[config.mk]
export PLATFORM = sky130hd
export DESIGN_NAME = framed_byte_link_receiver
export DESIGN_NICKNAME = d
export VERILOG_FILES = /design/src/rtl/fblr_pkg.sv /design/src/rtl/fblr_parser.sv /design/src/rtl/framed_byte_link_receiver.sv
export VERILOG_INCLUDE_DIRS = /design/src /design/src/rtl
export SDC_FILE = /design/constraint.sdc
export NUM_CORES = 1
export LEC_CHECK = 0
export ABC_AREA = 1
export BUFFER_PORTS_ARGS = -buffer_cell sky130_fd_sc_hd__buf_2
export CAP_MARGIN = 25
export CORE_UTILIZATION = 60
export DETAILED_ROUTE_END_ITERATION = 10
export GPL_TIMING_DRIVEN = 0
export PLACE_DENSITY = 0.92
export SYNTH_ARGS = -nofsm -noshare
export SYNTH_HDL_FRONTEND = slang
export SYNTH_SLANG_ARGS = --single-unit
[constraint.sdc]
create_clock -name i_clk -period 7.1 [get_ports i_clk]
set_input_delay 0.355 -clock i_clk [delete_from_list [all_inputs] [get_ports i_clk]]
set_output_delay 0.355 -clock i_clk [all_outputs]
set_load 0.01 [all_outputs]
[src/rtl/framed_byte_link_receiver_assert.svh]
// Assertion macros shared by the framed byte link receiver RTL.
`ifndef FRAMED_BYTE_LINK_RECEIVER_ASSERT_SVH
`define FRAMED_BYTE_LINK_RECEIVER_ASSERT_SVH

// Same-cycle implication, checked out of reset.
`define FBLR_ASSERT_NOW(label, ante, cons) \
    label: assert property (@(posedge i_clk) disable iff (!i_rst_n) (ante) |-> (cons)) \
        else $error("framed byte link receiver check failed");

// Next-cycle implication, checked out of reset.
`define FBLR_ASSERT_NEXT(label, ante, cons) \
    label: assert property (@(posedge i_clk) disable iff (!i_rst_n) (ante) |=> (cons)) \
        else $error("framed byte link receiver check failed");

`endif

[src/rtl/fblr_pkg.sv]
// Shared types and constants of the framed byte link receiver.
`default_nettype none

package fblr_pkg;

    localparam int unsigned CfgIdxW = 3;

    localparam logic [CfgIdxW-1:0] CFG_HEAD     = 3'd0;
    localparam logic [CfgIdxW-1:0] CFG_FIXED    = 3'd1;
    localparam logic [CfgIdxW-1:0] CFG_TYPE     = 3'd2;
    localparam logic [CfgIdxW-1:0] CFG_TAIL     = 3'd3;
    localparam logic [CfgIdxW-1:0] CFG_MAX_LEN  = 3'd4;

    localparam logic [7:0] HEAD_RST    = 8'h68;
    localparam logic [7:0] FIXED_RST   = 8'h45;
    localparam logic [7:0] TYPE_RST    = 8'h00;
    localparam logic [7:0] TAIL_RST    = 8'h16;
    localparam logic [7:0] MAX_LEN_RST = 8'd128;

    localparam logic [7:0] CON_BCD     = 8'h11;

    typedef enum logic [1:0] {
        EV_ACCEPT  = 2'd0,
        EV_PAYLOAD = 2'd1,
        EV_DONE    = 2'd2,
        EV_REJECT  = 2'd3
    } t_event;

    typedef struct packed {
        logic [7:0] head_byte;
        logic [7:0] fixed_byte;
        logic [7:0] type_byte;
        logic [7:0] tail_byte;
        logic [7:0] max_payload_len;
    } t_cfg;

    typedef struct packed {
        t_event      event_res;
        logic [7:0]  payload_byte;
        logic [7:0]  payload_index;
        logic [7:0]  cmd_first;
        logic [7:0]  cmd_second;
        logic [15:0] guid;
        logic [7:0]  control_first;
        logic [7:0]  control_second;
        logic [7:0]  payload_length;
        logic [7:0]  checksum_byte;
        logic        checksum_ok;
        logic [14:0] decoded_value;
    } t_result;

endpackage

`default_nettype wire

[src/rtl/fblr_parser.sv]
// Frame parser: phase register, held header fields and per-byte result.
`default_nettype none

module fblr_parser (
    input  wire logic             i_clk,
    input  wire logic             i_rst_n,
    input  wire logic             i_step,
    input  wire logic [7:0]       i_byte,
    input  wire fblr_pkg::t_cfg   i_cfg,
    output fblr_pkg::t_result     o_result
);
    import fblr_pkg::*;

    typedef enum logic [3:0] {
        PH_IDLE  = 4'd0,
        PH_HEAD  = 4'd1,
        PH_FIXED = 4'd2,
        PH_TYPE  = 4'd3,
        PH_CMD0  = 4'd4,
        PH_GUIDB = 4'd5,
        PH_GUID  = 4'd6,
        PH_CON0  = 4'd7,
        PH_CON1  = 4'd8,
        PH_DATA  = 4'd9,
        PH_CS    = 4'd10,
        PH_TAIL  = 4'd11
    } t_phase;

    t_phase      r_phase,    n_phase;
    logic        r_half,     n_half;
    logic [7:0]  r_cmd0,     n_cmd0;
    logic [7:0]  r_cmd1,     n_cmd1;
    logic [15:0] r_guid,     n_guid;
    logic [7:0]  r_con0,     n_con0;
    logic [7:0]  r_con1,     n_con1;
    logic [7:0]  r_length,   n_length;
    logic [7:0]  r_count,    n_count;
    logic [15:0] r_first,    n_first;
    logic [7:0]  r_sum,      n_sum;
    logic [7:0]  r_checksum, n_checksum;

    logic        w_reject;
    logic        w_done;
    logic        w_add_sum;
    logic [7:0]  w_count_inc;
    logic [14:0] w_bcd;
    t_result     w_res;

    assign w_count_inc = r_count + 8'd1;

    assign w_bcd = (r_con0 == CON_BCD)
                 ? (15'(r_first[15:12]) * 15'd1000 + 15'(r_first[11:8]) * 15'd100
                    + 15'(r_first[7:4]) * 15'd10 + 15'(r_first[3:0]))
                 : 15'd0;

    always_comb begin
        n_phase    = r_phase;
        n_half     = r_half;
        n_cmd0     = r_cmd0;
        n_cmd1     = r_cmd1;
        n_guid     = r_guid;
        n_con0     = r_con0;
        n_con1     = r_con1;
        n_length   = r_length;
        n_count    = r_count;
        n_first    = r_first;
        n_sum      = r_sum;
        n_checksum = r_checksum;
        w_reject   = 1'b0;
        w_done     = 1'b0;
        w_add_sum  = 1'b1;
        w_res      = '0;
        w_res.event_res = EV_ACCEPT;

        unique case (r_phase)
            PH_IDLE: begin
                if (i_byte == i_cfg.head_byte) n_phase = PH_HEAD;
                else w_reject = 1'b1;
            end
            PH_HEAD: begin
                if (i_byte == i_cfg.fixed_byte) n_phase = PH_FIXED;
                else w_reject = 1'b1;
            end
            PH_FIXED: begin
                if (i_byte == i_cfg.type_byte) n_phase = PH_TYPE;
                else w_reject = 1'b1;
            end
            PH_TYPE: begin
                n_cmd0  = i_byte;
                n_phase = PH_CMD0;
            end
            PH_CMD0: begin
                n_cmd1  = i_byte;
                n_half  = 1'b0;
                n_phase = PH_GUIDB;
            end
            PH_GUIDB: begin
                if (!r_half) begin
                    n_guid = {8'd0, i_byte};
                    n_half = 1'b1;
                end else begin
                    n_guid  = {r_guid[7:0], i_byte};
                    n_phase = PH_GUID;
                end
            end
            PH_GUID: begin
                n_con0  = i_byte;
                n_phase = PH_CON0;
            end
            PH_CON0: begin
                n_con1  = i_byte;
                n_phase = PH_CON1;
            end
            PH_CON1: begin
                if (i_byte <= i_cfg.max_payload_len) begin
                    n_length = i_byte;
                    n_count  = 8'd0;
                    n_phase  = PH_DATA;
                end else begin
                    w_reject = 1'b1;
                end
            end
            PH_DATA: begin
                if (r_count == 8'd0) n_first = {i_byte, 8'd0};
                else if (r_count == 8'd1) n_first = {r_first[15:8], i_byte};
                w_res.event_res     = EV_PAYLOAD;
                w_res.payload_byte  = i_byte;
                w_res.payload_index = r_count;
                n_count = w_count_inc;
                if (w_count_inc >= r_length) n_phase = PH_CS;
            end
            PH_CS: begin
                n_checksum = i_byte;
                n_phase    = PH_TAIL;
                w_add_sum  = 1'b0;
            end
            PH_TAIL: begin
                if (i_byte == i_cfg.tail_byte) begin
                    w_done = 1'b1;
                    w_res.event_res      = EV_DONE;
                    w_res.cmd_first      = r_cmd0;
                    w_res.cmd_second     = r_cmd1;
                    w_res.guid           = r_guid;
                    w_res.control_first  = r_con0;
                    w_res.control_second = r_con1;
                    w_res.payload_length = r_length;
                    w_res.checksum_byte  = r_checksum;
                    w_res.checksum_ok    = (r_sum == r_checksum);
                    w_res.decoded_value  = w_bcd;
                end else begin
                    w_reject = 1'b1;
                end
            end
            default: w_reject = 1'b1;
        endcase

        if (w_reject) w_res.event_res = EV_REJECT;

        if (w_reject || w_done) begin
            n_phase    = PH_IDLE;
            n_half     = 1'b0;
            n_cmd0     = 8'd0;
            n_cmd1     = 8'd0;
            n_guid     = 16'd0;
            n_con0     = 8'd0;
            n_con1     = 8'd0;
            n_length   = 8'd0;
            n_count    = 8'd0;
            n_first    = 16'd0;
            n_sum      = 8'd0;
            n_checksum = 8'd0;
        end else if (w_add_sum) begin
            n_sum = r_sum + i_byte;
        end
    end

    always_ff @(posedge i_clk) begin
        if (!i_rst_n) begin
            r_phase    <= PH_IDLE;
            r_half     <= 1'b0;
            r_cmd0     <= 8'd0;
            r_cmd1     <= 8'd0;
            r_guid     <= 16'd0;
            r_con0     <= 8'd0;
            r_con1     <= 8'd0;
            r_length   <= 8'd0;
            r_count    <= 8'd0;
            r_first    <= 16'd0;
            r_sum      <= 8'd0;
            r_checksum <= 8'd0;
        end else if (i_step) begin
            r_phase    <= n_phase;
            r_half     <= n_half;
            r_cmd0     <= n_cmd0;
            r_cmd1     <= n_cmd1;
            r_guid     <= n_guid;
            r_con0     <= n_con0;
            r_con1     <= n_con1;
            r_length   <= n_length;
            r_count    <= n_count;
            r_first    <= n_first;
            r_sum      <= n_sum;
            r_checksum <= n_checksum;
        end
    end

    assign o_result = w_res;

endmodule

`default_nettype wire

[src/rtl/framed_byte_link_receiver.sv]
// Top level of the framed byte link receiver: input register, parser and result register.
// An accepted byte is held in the input register until it advances; its result is then captured in the result register.
// Throughput: one byte per cycle; the input register advances into the parser whenever
// the result register is empty or its transfer completes in the same cycle.
// Reset is synchronous and active low; it clears both registers' valid flags, the
// parser state, and restores the match registers to their default values.
`default_nettype none

module framed_byte_link_receiver (
    input  wire logic                         i_clk,
    input  wire logic                         i_rst_n,
    input  wire logic                         i_cfg_we,
    input  wire logic [fblr_pkg::CfgIdxW-1:0] i_cfg_idx,
    input  wire logic [7:0]                   i_cfg_wdata,
    input  wire logic                         i_rx_valid,
    output logic                              o_rx_ready,
    input  wire logic [7:0]                   i_rx_byte,
    output logic                              o_res_valid,
    input  wire logic                         i_res_ready,
    output logic [1:0]                        o_event_res,
    output logic [7:0]                        o_payload_byte,
    output logic [7:0]                        o_payload_index,
    output logic [7:0]                        o_cmd_first,
    output logic [7:0]                        o_cmd_second,
    output logic [15:0]                       o_guid,
    output logic [7:0]                        o_control_first,
    output logic [7:0]                        o_control_second,
    output logic [7:0]                        o_payload_length,
    output logic [7:0]                        o_checksum_byte,
    output logic                              o_checksum_ok,
    output logic [14:0]                       o_decoded_value
);
    import fblr_pkg::*;

    t_cfg       r_cfg;
    logic       r_in_valid;
    logic [7:0] r_in_byte;
    logic       r_out_valid;
    t_result    r_out;
    t_result    w_result;
    logic       w_advance;

    assign w_advance  = r_in_valid && (!r_out_valid || i_res_ready);
    assign o_rx_ready = !r_in_valid || w_advance;

    always_ff @(posedge i_clk) begin
        if (!i_rst_n) begin
            r_cfg.head_byte       <= HEAD_RST;
            r_cfg.fixed_byte      <= FIXED_RST;
            r_cfg.type_byte       <= TYPE_RST;
            r_cfg.tail_byte       <= TAIL_RST;
            r_cfg.max_payload_len <= MAX_LEN_RST;
        end else if (i_cfg_we) begin
            unique case (i_cfg_idx)
                CFG_HEAD:    r_cfg.head_byte       <= i_cfg_wdata;
                CFG_FIXED:   r_cfg.fixed_byte      <= i_cfg_wdata;
                CFG_TYPE:    r_cfg.type_byte       <= i_cfg_wdata;
                CFG_TAIL:    r_cfg.tail_byte       <= i_cfg_wdata;
                CFG_MAX_LEN: r_cfg.max_payload_len <= i_cfg_wdata;
                default: ;
            endcase
        end
    end

    always_ff @(posedge i_clk) begin
        if (!i_rst_n) begin
            r_in_valid  <= 1'b0;
            r_out_valid <= 1'b0;
        end else begin
            if (i_rx_valid && o_rx_ready) r_in_valid <= 1'b1;
            else if (w_advance) r_in_valid <= 1'b0;

            if (w_advance) r_out_valid <= 1'b1;
            else if (i_res_ready) r_out_valid <= 1'b0;
        end
    end

    always_ff @(posedge i_clk) begin
        if (i_rx_valid && o_rx_ready) r_in_byte <= i_rx_byte;
        if (w_advance) r_out <= w_result;
    end

    fblr_parser u_parser (
        .i_clk    (i_clk),
        .i_rst_n  (i_rst_n),
        .i_step   (w_advance),
        .i_byte   (r_in_byte),
        .i_cfg    (r_cfg),
        .o_result (w_result)
    );

    assign o_res_valid      = r_out_valid;
    assign o_event_res      = r_out.event_res;
    assign o_payload_byte   = r_out.payload_byte;
    assign o_payload_index  = r_out.payload_index;
    assign o_cmd_first      = r_out.cmd_first;
    assign o_cmd_second     = r_out.cmd_second;
    assign o_guid           = r_out.guid;
    assign o_control_first  = r_out.control_first;
    assign o_control_second = r_out.control_second;
    assign o_payload_length = r_out.payload_length;
    assign o_checksum_byte  = r_out.checksum_byte;
    assign o_checksum_ok    = r_out.checksum_ok;
    assign o_decoded_value  = r_out.decoded_value;

`include "framed_byte_link_receiver_assert.svh"

    `FBLR_ASSERT_NEXT(a_in_hold, r_in_valid && !w_advance, r_in_valid && $stable(r_in_byte))
    `FBLR_ASSERT_NOW(a_index_range, r_out_valid && r_out.event_res == EV_PAYLOAD,
        r_out.payload_index != 8'hFF)
    `FBLR_ASSERT_NOW(a_payload_zero, r_out_valid && r_out.event_res != EV_PAYLOAD,
        r_out.payload_byte == 8'd0 && r_out.payload_index == 8'd0)
    `FBLR_ASSERT_NOW(a_bcd_only_done, r_out_valid && r_out.decoded_value != 15'd0,
        r_out.event_res == EV_DONE && r_out.control_first == CON_BCD)

endmodule

`default_nettype wire
==> results of run 1 <==
-- kinds of logic after synthesis --
| group | after synthesis | share of synthesized area [%] |
|---|---|---|
| simple gates | 622 | 20.5 |
| buf+inv | 266 | 8.17 |
| flops | 249 | 48.3 |
| compound gates | 219 | 9.34 |
| fa+ha+maj | 95 | 10.6 |
| xor+xnor | 45 | 3.15 |
-- cell type report --
type | count | share of cell area (%)
plain buffers | 43 | 1.31
clock buffers | 36 | 4.92
clock inverters | 10 | 0.687
inverters | 223 | 5.82
multi-input cells | 981 | 37.9
flip-flops and latches | 249 | 42.1
well taps | 270 | 2.35
repair buffers | 132 | 4.98
-- routing by layer --
metal | up-vias | track usage, % | part of all wire (%)
met5 | - | 0 | 0
met1 | 4846 | 35.6 | 39
li1 | 5101 | - | -
met4 | 0 | 14.9 | 4.7
met3 | 128 | 3.81 | 8.4
met2 | 477 | 50.0 | 48
-- power groups by stage --
stage	clock network [mW]	registers, mW	logic (mW)
finish	1.29	1.60	0.499
global route	1.36	1.61	0.553
CTS	1.30	1.60	0.490
detailed placement	0	1.63	0.480
global placement	0	1.63	0.457
floorplan	0	1.64	0.328
-- state kept, by name (all words and copies together) (netlist names), 15 cells and up --
name              flops
o_guid               16
r_cfg                40
u_parser.r_guid      16
o_decoded_value      15
u_parser.r_first     16
-- placed cells by master, fill, tap and decap left out, types with 3 or more instances in the layout --
cell and instances:
a21oi_1 124, buf_1 3, buf_2 132, clkbuf_1 34, clkbuf_16 25, clkbuf_8 4, clkinv_1 4, clkinv_2 3
clkinvlp_4 4, dfxtp_1 143, dlygate4sd3_1 8, edfxtp_1 106, fa_1 18, ha_1 77, inv_1 209, inv_2 11
nand2_1 276, nand2_2 4, nand3_1 40, nand4_1 10, nor2_1 252, nor2_4 8, nor3_1 17, nor4_1 3
o211ai_1 5, o21a_1 3, o21ai_0 73, or2_2 6, xnor2_1 27, xor2_1 18
-- cell usage after synthesis, types with 5 or more instances --
cell type  instances
a21oi_1          124
buf_2              9
clkbuf_1          28
dfxtp_1          143
edfxtp_1         106
fa_1              18
ha_1              77
inv_1            209
inv_2             11
nand2_1          276
nand3_1           40
nand4_1           10
nor2_1           252
nor2_4             8
nor3_1            17
o211ai_1           5
o21ai_0           73
or2_2              6
xnor2_1           27
xor2_1            18
-- worst max-delay path: stages (launching register included) --
cell and delay, ns:
dfxtp_1 0.41, fa_1 0.61, inv_1 0.10, fa_1 0.52, inv_1 0.04, ha_1 0.34, nand2_1 0.06, o21ai_0 0.28
xor2_1 0.19, inv_1 0.06, ha_1 0.27, ha_1 0.30, ha_1 0.36, inv_1 0.07, nor4_1 0.29, nand3_1 0.11
o2111ai_1 0.14, nand2_1 0.11, inv_1 0.10, nor2_1 0.05, nor3_1 0.13
-- worst max-delay path by stage --
stage	cells after the start	slack, ns	from	endpoint
final	20	2.37	u_parser.r_first[14]	o_decoded_value[14]
after global routing	21	2.02	u_parser.r_first[14]	o_decoded_value[14]
after CTS	21	2.34	u_parser.r_first[14]	o_decoded_value[14]
after detailed placement	20	2.43	u_parser.r_first[14]	o_decoded_value[14]
after global placement	10	0.29	i_res_ready	u_parser.r_checksum[5]
after floorplan	9	2.04	i_res_ready	u_parser.r_checksum[0]
-- timing repair --
item / 4_1_cts / 5_1_grt
buffers inserted: 0 / 0
hold buffers: 8 / 0
endpoints found under the hold margin: 8 / 0
==> results.py, run 1 <==
metrics = {
    "status": {
        "status": "completed",
    },
    "min_path": {
        "min_from": "i_res_ready",
        "hp-class": "primary input to register",
        "hold_path_depth": 4,
        "hold_path_end": "o_res_valid",
    },
    "sta": {
        "timing.setup.tns_ns": 0,
        "final_hold_viol_count": 0,
        "clock_skew_ns": 0.0246,
        "period_needed_ns": 4.73,
        "setup_viol": 0,
        "period_share_pct": 66.6,
        "layout_setup_ws_ns": 2.37,
        "relSlewSlack_pct": 42.5,
        "slew_violations": 0,
        "rsz0062_at_grt": "no",
        "max_freq_mhz": 212,
        "whs_ns": 0.113,
        "tightestPinTransition_ns": 0.863,
    },
    "floorplan": {
        "die_w_um": 146,
        "core_mm2": 0.0204,
        "die_area_mm2": 0.0214,
        "fp-row-count": 52,
        "start_util_pct": 61.5,
        "ioPinCount": 124,
        "dieHeight_um": 146,
    },
    "grt": {
        "grt_pass1_wl_um": 49700,
        "grt_use_total_pct": 29.0,
        "antenna_found_initial": 0,
        "grt_pass1_vias": 10363,
        "grt-ovfl-total": 0,
        "grt_max_degree": 61,
    },
    "placement": {
        "port_buffers": 123,
        "post-dp-hpwl_um": 22000,
        "gp_congestion": 0.930,
        "post-place-cells": 1890,
        "place_area_mm2": 0.0135,
        "dp_slack_ns": 2.43,
    },
    "detailed_routing": {
        "vias": 10552,
        "wire_per_inst_um": 15.9,
        "drtIter0Drc": 971,
        "drtAntennaViolNets": 0,
        "viasPerCell": 5.43,
        "wirelength_um": 30900,
        "drc": 0,
        "firstDrtPassIters": 5,
    },
    "pwr": {
        "pwr-share-seq_pct": 47.2,
        "leakagePower_nw": 6.23,
        "combinationalPowerShare_pct": 14.7,
        "clockPowerShare_pct": 38.1,
        "p_sw_share_pct": 27.7,
        "switchingPower_uw": 942,
        "p_per_area_mw_per_mm2": 236,
        "vdd_drop_max_mv": 0.210,
        "intPower_mw": 2.45,
        "totalPowerFinal_mw": 3.40,
    },
    "critical_path": {
        "required_ns": 7.47,
        "reg2reg_depth": 20,
        "reg2reg_slack_ns": 2.37,
        "r2r-start": "u_parser.r_first[14]",
        "endpoint_kind": "register",
        "critPathLaunchType": "register",
        "critical_path_class": "register to register",
        "r2r-end": "o_decoded_value[14]",
        "path_max_fanout": 7,
        "cp_data_arrival_time_ns": 5.09,
    },
    "clocking": {
        "clock_sinks": 249,
        "clockBufferDepth": 3,
        "cts_max_level": 1,
        "clk_pin_slew_ns": 0.06,
        "cts_tree": "built",
        "insertion_delay_ns": 0.55,
        "cts_buffers": 25,
        "root_buffer": "clkbuf_16",
        "cts_resized": 0,
    },
    "layout": {
        "num_antenna_cells": 0,
        "design_area_mm2": 0.0144,
        "final_util_pct": 70.6,
        "instances_no_fill": 1944,
        "area_growth_pct": 14.9,
        "final_layout_size_suffix_gt1_share_pct": 12.7,
        "fill_cells": 1464,
        "fin_nets": 1774,
        "multiInputGateArea_mm2": 0.00545,
        "register_area_mm2": 0.00605,
    },
    "logic_synthesis": {
        "yosys_warnings": 0,
        "synth-seq-cells": 249,
        "async_flop_share_pct": 0,
        "syn_nets": 1615,
        "synth_cell_types": 41,
        "yosysTopAreaCell": "edfxtp_1",
        "avgSynthCellArea_um2": 8.37,
        "netlist_area_mm2": 0.0125,
        "synth_top_area_share_pct": 25.4,
        "seq_area_frac_synth_pct": 48.3,
        "syn_inst": 1496,
        "synthFlopType": "dfxtp_1",
        "synth_edf_count": 106,
        "yosys-top-cells-area": "edfxtp_1 25%, dfxtp_1 23%, nand2_1 8.3%",
    },
    "job": {
        "drv_cap": 0,
    },
}
Power figures use the tool's default switching activity.
==> inputs of run 2 (changes only) <==
--- a/config.mk
+++ b/config.mk
@@ -6,13 +6,13 @@
 export SDC_FILE = /design/constraint.sdc
 export NUM_CORES = 1
 export LEC_CHECK = 0
-export ABC_AREA = 1
+export ABC_AREA = 0
 export BUFFER_PORTS_ARGS = -buffer_cell sky130_fd_sc_hd__buf_2
 export CAP_MARGIN = 25
-export CORE_UTILIZATION = 60
+export CORE_UTILIZATION = 59
 export DETAILED_ROUTE_END_ITERATION = 10
 export GPL_TIMING_DRIVEN = 0
-export PLACE_DENSITY = 0.92
+export PLACE_DENSITY = 0.91
 export SYNTH_ARGS = -nofsm -noshare
 export SYNTH_HDL_FRONTEND = slang
 export SYNTH_SLANG_ARGS = --single-unit
==> constraint.sdc (replaced) <==
create_clock -name i_clk -period 4.72 [get_ports i_clk]
set_input_delay 0.236 -clock i_clk [delete_from_list [all_inputs] [get_ports i_clk]]
set_output_delay 0.236 -clock i_clk [all_outputs]
set_load 0.01 [all_outputs]
==> results.py, run 2 <==
metrics = {
    "critical_path": {
        "endpoint_kind": "register",
        "r2r-end": "o_decoded_value[13]",
        "slowest_delay_ns": 0.57,
        "reg2reg_depth": 16,
        "path_max_fanout": 6,
        "critPathLaunch": "u_parser.r_first[15]",
        "crit_chain": "fa_1, inv_1, fa_1, inv_1, ha_1, nor2b_1, o21ai_2, nand2_1, xnor2_1, ha_1, ha_1, ha_1, o41ai_2, o21ai_0, or2_2, a21oi_1",
        "critPathLaunchType": "register",
        "required_ns": 5.08,
        "r2r-start": "u_parser.r_first[15]",
        "cp_data_arrival_time_ns": 4.87,
        "crit_end": "o_decoded_value[13]",
        "slowest_stage": "fa_1",
        "cp_common_cell": "ha_1",
        "critical_path_class": "register to register",
        "reg2reg_slack_ns": 0.21,
    },
    "clocking": {
        "cts_max_level": 1,
        "clockBufferDepth": 3,
        "insertion_delay_ns": 0.54,
        "cts_tree": "built",
        "clk_pin_slew_ns": 0.07,
        "cts_buffers": 25,
        "clock_sinks": 249,
        "root_buffer": "clkbuf_16",
    },
    "sta": {
        "period_needed_ns": 4.51,
        "max_freq_mhz": 222,
        "whs_ns": 0.0143,
        "relSlewSlack_pct": 41.5,
        "slew_violations": 0,
        "period_share_pct": 95.5,
        "final_hold_viol_count": 0,
        "clock_skew_ns": 0.0294,
        "tightestPinTransition_ns": 0.877,
        "rsz0062_at_grt": "no",
        "setup_viol": 0,
        "timing.setup.tns_ns": 0,
    },
    "pwr": {
        "vdd_drop_max_mv": 0.218,
        "switchingPower_mw": 1.06,
        "clockPowerShare_pct": 43.1,
        "combinationalPowerShare_pct": 6.2,
        "p_per_area_mw_per_mm2": 327,
        "p_sw_share_pct": 23.1,
        "intPower_mw": 3.52,
        "pwr-share-seq_pct": 50.7,
        "leakagePower_nw": 5.43,
    },
    "layout": {
        "top_register": "r_cfg",
        "area_growth_pct": 15.8,
        "fin_nets": 1491,
        "largest_reg_flops": 40,
        "num_antenna_cells": 0,
        "layout_common_cells": "152 x nand2_1, 142 x dfxtp_1, 134 x buf_2, 106 x edfxtp_1",
        "final_layout_size_suffix_gt1_share_pct": 14.5,
        "final_common_cell": "nand2_1",
    },
    "logic_synthesis": {
        "synth_mux_area_share_pct": 0.746,
        "synth_top_family_by_area": "simple AND/OR/NAND/NOR gates",
        "synth_common_cells": "152 x nand2_1, 143 x dfxtp_1, 106 x edfxtp_1",
        "synth_cell_types": 55,
        "syn_nets": 1331,
        "yosys_warnings": 0,
        "synth_top_area_share_pct": 26.4,
        "synthAdderAreaFrac_pct": 11.0,
        "synth_most_common_cell": "nand2_1",
        "synthFlopType": "dfxtp_1",
        "yosysTopAreaCell": "edfxtp_1",
        "synth_edf_count": 106,
        "yosys-top-cells-area": "edfxtp_1 26%, dfxtp_1 24%, ha_1 8.0%",
        "avgSynthCellArea_um2": 9.96,
        "synth_xor_xnor_area_share_pct": 5.01,
        "seq_area_frac_synth_pct": 50.1,
        "netlist_area_mm2": 0.0121,
        "async_flop_share_pct": 0,
        "synth_compound_area_share_pct": 10.6,
        "synth-seq-cells": 249,
        "synth-simple-area-share_pct": 18.2,
        "syn_inst": 1212,
    },
    "grt": {
        "grt_pass1_vias": 9632,
        "grt-ovfl-total": 0,
        "grt_pass1_wl_um": 47600,
        "antenna_found_initial": 0,
        "grt_max_degree": 64,
        "grt_use_total_pct": 27.9,
    },
    "placement": {
        "port_buffers": 122,
        "post-dp-hpwl_um": 20400,
        "gp_congestion": 0.910,
    },
    "detailed_routing": {
        "drtIter0Drc": 1137,
        "drc": 0,
        "wirelength_um": 29800,
        "vias": 9942,
        "viasPerCell": 6.00,
        "drtAntennaViolNets": 0,
        "wire_per_inst_um": 18.0,
        "firstDrtPassIters": 8,
    },
    "floorplan": {
        "fp-row-count": 51,
        "core_mm2": 0.0198,
        "dieHeight_um": 145,
        "die_w_um": 145,
        "die_area_mm2": 0.0210,
        "ioPinCount": 124,
        "start_util_pct": 61.0,
    },
    "job": {
        "drv_cap": 0,
    },
    "min_path": {
        "hold_path_depth": 3,
        "hp-class": "primary input to register",
    },
    "status": {
        "status": "completed",
    },
}
## run 2: changes by cell type after synthesis, moves of 12 or more
| cell | change |
|---|---|
| nand3_1 | +41 |
| xnor2_1 | +15 |
| nand2_1 | -124 |
| inv_1 | -141 |
| clkbuf_1 | +18 |
| nor2b_1 | +12 |
| o21ai_0 | -48 |
| nor2_1 | -194 |
| o22ai_1 | +49 |
| and2_1 | +81 |
| a21oi_1 | -45 |
## run 2: routing by layer
metal / GRT usage (%) / up-vias / wire (µm)
li1: - / 4553 / -
met1: 35.8 / 4650 / 11800
met2: 46.5 / 637 / 14000
met3: 5.28 / 102 / 3010
met4: 10.8 / 0 / 988
met5: 0 / - / 0
## run 2: how the worst min path moves through the flow
stage                   startpoint            to  slack [ns]
floorplan             i_rx_byte[0]  r_in_byte[0]        0.33
global placement      i_rx_byte[6]  r_in_byte[6]        0.41
detailed placement    i_rx_byte[7]  r_in_byte[7]        0.41
CTS                 i_cfg_wdata[2]      r_cfg[2]       0.004
global route        i_cfg_wdata[6]     r_cfg[14]        0.01
finish              i_cfg_wdata[2]      r_cfg[2]        0.01
## run 2: layout make-up
class                      count  area [µm²]
fill                        1324        5800
multi-input combinational    828        5520
tap                          265         332
inverter                      69         259
clock buffer                  33         676
buffer                        66         274
clock inverter                13         143
timing repair buffer         133         736
sequential                   249        6050
## run 2: power groups by stage
stage | registers [mW] | logic (mW) | clock network, mW
floorplan | 2.39 | 0.131 | 0
global placement | 2.37 | 0.256 | 0
CTS | 2.32 | 0.276 | 1.97
detailed placement | 2.36 | 0.266 | 0
finish | 2.32 | 0.284 | 1.97
global route | 2.32 | 0.300 | 2.06
## run 2: logic make-up (layout without fill, tap and decap cells)
family / after synthesis / count (layout)
AND/OR/NAND/NOR: 448 / 448
XOR/XNOR: 69 / 69
adder cells (fa/ha/maj): 95 / 95
multiplexers: 9 / 9
AO/OA/AOI/OAI: 207 / 207
buffers and inverters: 135 / 314
flip-flops: 249 / 249
## run 2: critical path, delay by kind of cell, from the launching register on
family / cells / cell delay [ns]
flops: 1 / 0.40
buf+inv: 2 / 0.13
fa+ha+maj: 6 / 2.24
xor+xnor: 1 / 0.13
simple gates: 3 / 0.54
compound gates: 4 / 0.90
## run 2: through the flow
step                cell area (µm²)  power (mW)  setup slack (ns)  utilization [%]  instances
global placement              13000        2.62             0.168             65.8       1599
CTS                           14000        4.56            0.0941             70.6       1655
global route                  14000        4.68           0.00251             70.7       1656
floorplan                     12100        2.52             0.429                -       1212
detailed placement            13000        2.63           0.00650             66.0       1600
finish                        14000        4.57             0.214             70.7       1656
## run 2: repair_timing
action | CTS | global route
pin swaps | 0 | 1
endpoints found under the setup margin | 1 | 3
setup buffers | 0 | 1
hold buffers | 9 | 0
gates resized for setup | 1 | 4
endpoints found under the hold margin | 9 | 0
